## src/rtl/clb_pkg.sv

```systemverilog
`timescale 1ns / 1ps
`default_nettype none

package clb_pkg;

    localparam int DEPTH = 64;
    localparam int IDX_W = $clog2(DEPTH);
    localparam int CNT_W = $clog2(DEPTH + 1);
    localparam int CMD_W = 3;
    localparam int BYTE_W = 8;

    // read reduction: groups of GRP cells are OR-ed, then the group results are OR-ed together
    localparam int GRP = 8;
    localparam int NGRP = (DEPTH + GRP - 1) / GRP;

    localparam logic [CMD_W-1:0] CMD_FWD = 3'd0;
    localparam logic [CMD_W-1:0] CMD_BACK = 3'd1;
    localparam logic [CMD_W-1:0] CMD_START = 3'd2;
    localparam logic [CMD_W-1:0] CMD_END = 3'd3;
    localparam logic [CMD_W-1:0] CMD_INSERT = 3'd4;
    localparam logic [CMD_W-1:0] CMD_DELETE = 3'd5;
    localparam logic [CMD_W-1:0] CMD_READ = 3'd6;

    typedef struct packed {
        logic               ins;
        logic               del;
        logic [CNT_W-1:0]   cursor;
        logic [BYTE_W-1:0]  ch;
        logic [IDX_W-1:0]   rd_idx;
    } clb_ctrl_t;

endpackage

`default_nettype wire

```

## src/rtl/clb_cell.sv

```systemverilog
`timescale 1ns / 1ps
`default_nettype none

module clb_cell
    import clb_pkg::*;
(
    input  wire logic              clk,
    input  wire clb_ctrl_t         ctrl,
    input  wire logic [IDX_W-1:0]  my_index,
    input  wire logic [BYTE_W-1:0] left_byte,
    input  wire logic [BYTE_W-1:0] right_byte,
    output logic      [BYTE_W-1:0] data,
    output logic      [BYTE_W-1:0] sel_byte
);

    logic [BYTE_W-1:0] byte_reg;
    logic [BYTE_W-1:0] byte_next;
    logic [CNT_W-1:0]  pos;

    assign pos = CNT_W'(my_index);

    always_comb
    begin
        byte_next = byte_reg;
        if (ctrl.ins)
        begin
            if (pos == ctrl.cursor)
                byte_next = ctrl.ch;
            else if (pos > ctrl.cursor)
                byte_next = left_byte;
        end
        else if (ctrl.del)
        begin
            // close the gap: everything from the cursor on takes its right neighbor
            if (pos >= ctrl.cursor)
                byte_next = right_byte;
        end
    end

    always_ff @(posedge clk)
    begin
        byte_reg <= byte_next;
    end

    assign data = byte_reg;
    assign sel_byte = (my_index == ctrl.rd_idx) ? byte_reg : '0;

endmodule

`default_nettype wire

```

## src/rtl/clb_read_tree.sv

```systemverilog
`timescale 1ns / 1ps
`default_nettype none

module clb_read_tree
    import clb_pkg::*;
(
    input  wire logic                          clk,
    input  wire logic [DEPTH-1:0][BYTE_W-1:0]  sel_bytes,
    output logic      [BYTE_W-1:0]             merged
);

    logic [NGRP-1:0][BYTE_W-1:0] part_reg;
    logic [NGRP-1:0][BYTE_W-1:0] part_next;

    always_comb
    begin
        part_next = '0;
        for (int g = 0; g < NGRP; g++)
        begin
            for (int k = 0; k < GRP; k++)
            begin
                if (g * GRP + k < DEPTH)
                    part_next[g] = part_next[g] | sel_bytes[g * GRP + k];
            end
        end
    end

    always_ff @(posedge clk)
    begin
        part_reg <= part_next;
    end

    always_comb
    begin
        merged = '0;
        for (int g = 0; g < NGRP; g++)
            merged = merged | part_reg[g];
    end

endmodule

`default_nettype wire

```

## src/rtl/cursor_line_edit_buffer.sv

```systemverilog
`timescale 1ns / 1ps
`default_nettype none

// Line edit buffer built as a row of byte cells that shift together.
// Results pass through the s1 registers and then the output registers; done is
// registered from the s1 valid flag, alongside the result outputs.
// Throughput: one command per cycle; busy stays low and every command is taken.
// The read passes through a registered two-level OR tree alongside the s1 registers.
// Reset (rst_n low, asynchronous) clears cursor, length and the pipeline valid flags;
// byte contents and result data are left as they are. The receiver cannot stall results.

module cursor_line_edit_buffer
    import clb_pkg::*;
(
    input  wire logic              clk,
    input  wire logic              rst_n,
    input  wire logic              start,
    output logic                   busy,
    input  wire logic [CMD_W-1:0]  cmd,
    input  wire logic [BYTE_W-1:0] char_in,
    input  wire logic [IDX_W-1:0]  read_index,
    output logic                   done,
    output logic      [CNT_W-1:0]  cursor_pos,
    output logic      [CNT_W-1:0]  fill_length,
    output logic      [BYTE_W-1:0] read_byte,
    output logic                   read_valid,
    output logic                   insert_dropped
);

    localparam logic [CNT_W-1:0] FULL = CNT_W'(DEPTH);

    logic             accept;
    logic [CNT_W-1:0] cursor_reg, cursor_next;
    logic [CNT_W-1:0] count_reg, count_next;
    logic             rvalid_now, drop_now;
    clb_ctrl_t        ctrl;

    logic             s1_valid_reg;
    logic [CNT_W-1:0] s1_cursor_reg, s1_count_reg;
    logic             s1_rvalid_reg, s1_drop_reg;

    logic                         done_reg;
    logic [CNT_W-1:0]             cursor_out_reg, count_out_reg;
    logic [BYTE_W-1:0]            byte_out_reg;
    logic                         rvalid_out_reg, drop_out_reg;

    logic [DEPTH-1:0][BYTE_W-1:0] cell_data;
    logic [DEPTH-1:0][BYTE_W-1:0] sel_bytes;
    logic [BYTE_W-1:0]            merged;

    assign busy = 1'b0;
    assign accept = start && !busy;

    always_comb
    begin
        cursor_next = cursor_reg;
        count_next = count_reg;
        rvalid_now = 1'b0;
        drop_now = 1'b0;
        ctrl.ins = 1'b0;
        ctrl.del = 1'b0;
        ctrl.cursor = cursor_reg;
        ctrl.ch = char_in;
        ctrl.rd_idx = read_index;
        if (accept)
        begin
            case (cmd)
                CMD_FWD:
                begin
                    if (cursor_reg < count_reg)
                        cursor_next = cursor_reg + 1'b1;
                end
                CMD_BACK:
                begin
                    if (cursor_reg != '0)
                        cursor_next = cursor_reg - 1'b1;
                end
                CMD_START:
                    cursor_next = '0;
                CMD_END:
                    cursor_next = count_reg;
                CMD_INSERT:
                begin
                    if (count_reg >= FULL)
                        drop_now = 1'b1;
                    else
                    begin
                        ctrl.ins = 1'b1;
                        count_next = count_reg + 1'b1;
                        cursor_next = cursor_reg + 1'b1;
                    end
                end
                CMD_DELETE:
                begin
                    if (cursor_reg < count_reg)
                    begin
                        ctrl.del = 1'b1;
                        count_next = count_reg - 1'b1;
                    end
                end
                CMD_READ:
                    rvalid_now = CNT_W'(read_index) < count_reg;
                default:
                    ;
            endcase
        end
    end

    always_ff @(posedge clk or negedge rst_n)
    begin
        if (!rst_n)
        begin
            cursor_reg <= '0;
            count_reg <= '0;
            s1_valid_reg <= 1'b0;
            done_reg <= 1'b0;
        end
        else
        begin
            cursor_reg <= cursor_next;
            count_reg <= count_next;
            s1_valid_reg <= accept;
            done_reg <= s1_valid_reg;
        end
    end

    always_ff @(posedge clk)
    begin
        s1_cursor_reg <= cursor_next;
        s1_count_reg <= count_next;
        s1_rvalid_reg <= rvalid_now;
        s1_drop_reg <= drop_now;
        cursor_out_reg <= s1_cursor_reg;
        count_out_reg <= s1_count_reg;
        byte_out_reg <= s1_rvalid_reg ? merged : '0;
        rvalid_out_reg <= s1_rvalid_reg;
        drop_out_reg <= s1_drop_reg;
    end

    for (genvar i = 0; i < DEPTH; i++)
    begin : g_cell
        logic [BYTE_W-1:0] left_b, right_b;
        if (i == 0)
        begin : g_first
            assign left_b = char_in;
        end
        else
        begin : g_mid
            assign left_b = cell_data[i-1];
        end
        if (i == DEPTH - 1)
        begin : g_last
            assign right_b = cell_data[i];
        end
        else
        begin : g_inner
            assign right_b = cell_data[i+1];
        end

        clb_cell u_cell (
            .clk        (clk),
            .ctrl       (ctrl),
            .my_index   (IDX_W'(i)),
            .left_byte  (left_b),
            .right_byte (right_b),
            .data       (cell_data[i]),
            .sel_byte   (sel_bytes[i])
        );
    end

    clb_read_tree u_tree (
        .clk       (clk),
        .sel_bytes (sel_bytes),
        .merged    (merged)
    );

    assign done = done_reg;
    assign cursor_pos = cursor_out_reg;
    assign fill_length = count_out_reg;
    assign read_byte = byte_out_reg;
    assign read_valid = rvalid_out_reg;
    assign insert_dropped = drop_out_reg;

    a_cursor_in_range: assert property (@(posedge clk) disable iff (!rst_n)
        (cursor_reg <= count_reg) && (count_reg <= FULL))
        else $error("cursor or length out of range");

    a_done_follows: assert property (@(posedge clk) disable iff (!rst_n)
        accept |-> ##2 done)
        else $error("accepted command produced no result");

    a_drop_full: assert property (@(posedge clk) disable iff (!rst_n)
        (done && insert_dropped) |-> (fill_length == FULL))
        else $error("insert dropped while buffer not full");

    a_read_nonempty: assert property (@(posedge clk) disable iff (!rst_n)
        (done && read_valid) |-> (fill_length != '0) && !insert_dropped)
        else $error("read valid on empty buffer");

endmodule

`default_nettype wire

```

## config.mk

```make
export PLATFORM = sky130hd
export DESIGN_NAME = cursor_line_edit_buffer
export DESIGN_NICKNAME = d
export VERILOG_FILES = /design/src/rtl/clb_pkg.sv /design/src/rtl/clb_cell.sv /design/src/rtl/clb_read_tree.sv /design/src/rtl/cursor_line_edit_buffer.sv
export SDC_FILE = /design/constraint.sdc
export NUM_CORES = 2
export LEC_CHECK = 0
export BUFFER_PORTS_ARGS = -buffer_cell sky130_fd_sc_hd__buf_4
export CELL_PAD_IN_SITES_DETAIL_PLACEMENT = 1
export CELL_PAD_IN_SITES_GLOBAL_PLACEMENT = 2
export CORE_MARGIN = 10
export CORE_UTILIZATION = 45
export DETAILED_ROUTE_END_ITERATION = 8
export HOLD_SLACK_MARGIN = 0.05
export PLACE_DENSITY = 0.82
export SETUP_SLACK_MARGIN = 0.5
export SYNTH_ARGS = -nofsm -noshare
export SYNTH_HDL_FRONTEND = slang
export SYNTH_SLANG_ARGS = --single-unit
```

## constraint.sdc

```tcl
create_clock -name clk -period 7.4 [get_ports clk]
set_input_delay 1.11 -clock clk [delete_from_list [all_inputs] [get_ports clk]]
set_output_delay 1.11 -clock clk [all_outputs]
set_load 0.01 [all_outputs]
```

Yosys cells after proc, flatten, opt, wreduce, memory -nomap -nowiden
Cells that the tools add are included.

storage, ports and cells
  register bits = 632
  bits in latches = 0
  bits in writable memories = 0
  ROM bits = 0
  output and inout port bits = 26
  memories = 0

operators by class
  add/sub/neg operators = 4
  $mul = 0
  div/mod/pow operators = 0
  magnitude comparators = 130
  equal/unequal tests = 195
  shift operators = 0
  multiplexer cells = 396
  bitwise logic cells = 63
  reductions and logical operators = 135

operator list
  kind                 number
  $mux 8               381
  $or 8x8->8           63
  $eq 6x7->1 const A   32
  $gt 6x7->1 const A   32
  $ge 6x7->1 const A   31
  $eq 6x6->1 const A   32
  $ne 3x1->1 const B   63
  $reduce_and 3->1     63
  $reduce_bool 2->1    65
  $eq 5x7->1 const A   16
  $ge 5x7->1 const A   16
  $gt 5x7->1 const A   16
  $eq 5x6->1 const A   16
  $eq 4x7->1 const A   8
  $ge 4x7->1 const A   8
  $gt 4x7->1 const A   8
  $mux 7               7
  $eq 4x6->1 const A   8
  $pmux 7 s5           1
  $eq 3x7->1 const A   4
  $ge 3x7->1 const A   4
  $gt 3x7->1 const A   4
  $eq 3x6->1 const A   4
  $add 7x1->7 const B  2
  23 further kinds     39

Depth between registers and ports, before layout
  depth after elaboration = 9
  mapped depth = 12

Cells and area by module
A second synthesis with hierarchy kept.

unflattened totals
  cells, all modules = 6416
  area, all modules = 52470.3 um^2

modules (own cells, without submodules)
  module                            instances  cells an instance  area each (um^2)  seq. area each (um^2)
  clb_cell (g_cell[0].u_cell ...)   37         92                 742.0             240.2
  clb_cell (g_cell[25].u_cell ...)  27         92                 740.7             240.2
  cursor_line_edit_buffer           1          248                2566.2            1201.2
  clb_read_tree                     1          280                2452.4            1281.2

Least setup slack after synthesis
Ideal clock, no wire load.

  path kind = register -> register
  start = register count_reg[6]
  end = register g_cell[13].u_cell.byte_reg[0], enable pin
  library setup time = 0.375 ns
  data arrival time = 2.678 ns
  slack = 4.347 ns
  cell stages (with the launch flop) = 12
  buffers on the path = 3
  period minus slack after synthesis = 3.053 ns
  cell sequence = dfrtp_1 clkbuf_1 inv_2 ha_1 a21oi_1 o21ai_0 a21o_1 a21o_1 buf_6 or2_2 buf_6 a21oi_1

on the way
  cells in the longest elaborated chain, start to end = 6
  elaborated cells on any way between the ends = 11
  classes of those cells = 2 x order compare; 1 x eq/ne; 5 x mux; 3 x reduce/logical

ends and longest elaborated chain
  what                                                              line                                                          source
  start, declared                                                   cursor_line_edit_buffer.sv:34                                 logic [CNT_W-1:0] count_reg, count_next;
  start signal, assigned                                            cursor_line_edit_buffer.sv:121                                count_reg <= count_next;
  $ge 7x7->1 or $lt 7x7->1 (tied branches)                          cursor_line_edit_buffer.sv:84, cursor_line_edit_buffer.sv:95
  $mux 1 (on tied branches)                                         cursor_line_edit_buffer.sv:84, cursor_line_edit_buffer.sv:95
  $mux 1                                                            cursor_line_edit_buffer.sv:67                                 case (cmd)
  $mux 2 *                                                          cursor_line_edit_buffer.sv:65                                 if (accept)
  $ne 3x1->1 (no source line) or $reduce_bool 2->1 (tied branches)  n/a
  $reduce_and 3->1 (no source line) *                               n/a
  end signal, assigned                                              clb_cell.sv:42                                                byte_reg <= byte_next;
  end, declared                                                     clb_cell.sv:16                                                logic [BYTE_W-1:0] byte_reg;

Every way passes the cells marked *; elsewhere a longest branch is shown, timed or not.
A chain may end at the register's enable or synchronous reset.

Worst setup path in the final report
  start = register count_reg[6]
  end = register g_cell[30].u_cell.byte_reg[4], enable pin

on the way
  cells in the longest elaborated chain, start to end = 6
  elaborated cells on any way between the ends = 11
  classes of those cells = 2 x order compare; 1 x eq/ne; 5 x mux; 3 x reduce/logical

ends and longest elaborated chain
  what                                                              line
  $ge 7x7->1 or $lt 7x7->1 (tied branches)                          cursor_line_edit_buffer.sv:84, cursor_line_edit_buffer.sv:95
  $mux 1 (on tied branches)                                         cursor_line_edit_buffer.sv:84, cursor_line_edit_buffer.sv:95
  $mux 1                                                            cursor_line_edit_buffer.sv:67
  $mux 2 *                                                          cursor_line_edit_buffer.sv:65
  $ne 3x1->1 (no source line) or $reduce_bool 2->1 (tied branches)  n/a
  $reduce_and 3->1 (no source line) *                               n/a
  end signal, assigned                                              clb_cell.sv:42
  end, declared                                                     clb_cell.sv:16

Marks and branches as above.

==> run metrics <==
Synth Area in Adders 0.702%; Final Max Tran Viols 0; Worst Skew 0.0204 ns; Die Ht 294 um; area taken by multi-input logic gates 14600 um^2; Most common cell on crit path a21o_1; critical path peak fanout 28; top-area cell type share of the netlist area 45.4%; Worst EP arrival 4.32 ns; Resized Gates After CTS 0; largest cells by area after synthesis edfxtp_1 45%, mux2i_1 15%, o21ai_1 7.3%, nand2_1 6.4%, dfxtp_1 6.1%; number of port buffers 44; actual slew at the worst max-slew pin 1.24 ns; fraction of layout cells with a size suffix above 1 8.07%; synthesized area per cell 10.6 um^2; Synth Warn # 0; Max-Cap Viols 0; Storage cell area 17900 um^2; CP Capture Type flop; number of flip-flops in the largest register 512; setup repair bufs after CTS 0; I/O pins 46; mux cell area share after synthesis 15.0%; Fmax 246 MHz; DR DRC count 0; top_reg_cell synth edfxtp_1; compound-gate portion of the synthesized area 15.4%; delay of the slowest cell on the worst path 0.91 ns; largest family of logic cells by synthesized area compound AO/OA/AOI/OAI gates; Crit-path slowest cell a41oi_1; DRT Pass-1 Iters 5; hold buffers post-CTS 0; Synth Instances 3191; Critical Path RT 7.65 ns; crit start category flop; grt ovf 0; htree depth 3; die width 294 um; count leader, synth nand2_1; Core Region 74600 um^2; EDFF count, synth 512; number of global-route vias before repair 27.6k; Final period util 55.0%; Setup TNS Final 0 ns; Synth Register Bits 632; clock root buffer clkbuf_16; routed wire length 126 mm; kind of critical path flop to flop; initial antenna violation count 4; Area Growth Syn to Fin 8.67%; average wire per standard cell 30.3 um; Starting Density 45.4%; most frequent cells after synthesis 581 x nand2_1, 512 x edfxtp_1, 497 x mux2i_1; register area share after synthesis 52.7%; Via density 6.45; post-synthesis simple-gate area fraction 11.9%; CTS Sinks 632; # setup viols final 0; Min-Delay Path Class flop to flop; PwrDens 279 nW/um^2; CTS tree yes; ys async rst share 2.53%; die area 86600 um^2; num rows 100; CTS buffer count 75; Worst VDD drop 0.134 mV; post-DP HPWL 87.7 mm; Synth Net Count 3230; dpl cells 4015; status finished, final reports clean; first-pass GRT wire length 186 mm; pin count of the biggest net entering global routing 265; Max-slew headroom 16.9%; FF-to-FF setup slack 3.33 ns; Detail Route Antenna Nets 0; via count 26.8k; mapped cell area 33900 um^2; final hold vios 0; leading area contributor after synthesis edfxtp_1; CP Cell Sequence inv_2 > ha_1 > a21oi_1 > o21ai_0 > a21o_1 > a21o_1 > buf_4 > or2_1 > a41oi_1; fillers 7967; CTS Buffer Depth 3; static leakage 14.0 nW; DR iter-0 viols 2693; RSZ-0062 raised after global routing no; Final GP Congestion 0.986; Worst-Skew Late Latency 0.63 ns; Final Non-Filler Cells 4156; gr usage total 28.4%; Nets 3162; minimum clock period 4.07 ns; XOR/XNOR Fraction of Synth Area 0.181%; clock-pin slew on the worst setup and hold paths 0.06 ns; Synth cell types 68
## power breakdown
part,internal (mW),switching [mW]
logic,0.562,1.39
clock network,2.18,1.56
registers,4.28,0.315
## path summary, 6_finish.rpt
path | endpoint | start | cells after the start
max | g_cell[30].u_cell.data[4] | count_reg[6] | 9
min reg2reg | fill_length[4] | s1_count_reg[4] | 0
min in group asynchronous | cursor_reg[1] | rst_n | 1
max in group asynchronous | cursor_reg[2] | rst_n | 1
min | fill_length[4] | s1_count_reg[4] | 0
max reg2reg | g_cell[30].u_cell.data[4] | count_reg[6] | 9
## cell type report
cell class	count	area share (%)
antenna	1	0.00680
clock buffer	112	5.98
clock inverter	28	0.680
inverter	19	0.194
multi-input combinational	2324	39.8
sequential	632	48.5
tap	969	3.29
timing repair buffer	71	1.55
## metal layers
metal  vias to the layer above  routed length, um  global-route usage [%]
li1                      11780                  -                       -
met1                     13691              53700                    37.5
met2                      1023              58300                    45.4
met3                       306               7620                    4.22
met4                         2               6240                    13.4
met5                         -                  9                       0
## worst max-delay path, delay by kind of cell, from the launching register on
family | cells | cell delay (ns)
buffers and inverters | 2 | 0.40
and+or+nand+nor | 1 | 0.59
DFF | 1 | 0.58
adders and majority gates | 1 | 0.34
AOI/OAI and AO/OA | 5 | 1.75
## cell usage in the layout, fill, tap and decap left out, drive strengths merged, types with 3 or more instances in the layout
master	n
nor2b	10
a31oi	6
dfxtp	104
xnor2	6
a22oi	259
o21a	3
nand3	28
nand3b	3
nor2	163
mux2i	497
ha	19
bufinv	3
clkbuf	112
and2	11
nand4	69
edfxtp	512
and3	3
nand2	583
a22o	4
inv	28
buf	71
dfrtp	16
a21o	7
a21oi	51
o31ai	4
a21boi	8
mux2	9
clkinv	14
nand2b	8
o21ai	512
nor4	17
nor3	9
or2	7
## through the flow
stage / worst slack (ns) / utilization (%) / power (mW) / cell area [um^2] / hold slack, ns
finish: 3.33 / 49.3 / 10.3 / 36800 / 0.325
global route: 3.13 / 49.3 / 10.6 / 36800 / 0.335
CTS: 3.41 / 49.3 / 10.3 / 36800 / 0.328
detailed placement: 3.35 / 46.1 / 6.55 / 34300 / 0.314
global placement: 3.44 / 46.1 / 6.49 / 34300 / 0.310
floorplan: 4.35 / - / 5.72 / 33900 / 0.310
## kinds of logic after synthesis
group	count (synthesis)
compound gates	874
xor+xnor	7
fa+ha+maj	19
buf+inv	235
flops	632
mux	506
other cells	1
simple gates	917
Power figures use the tool's default switching activity.
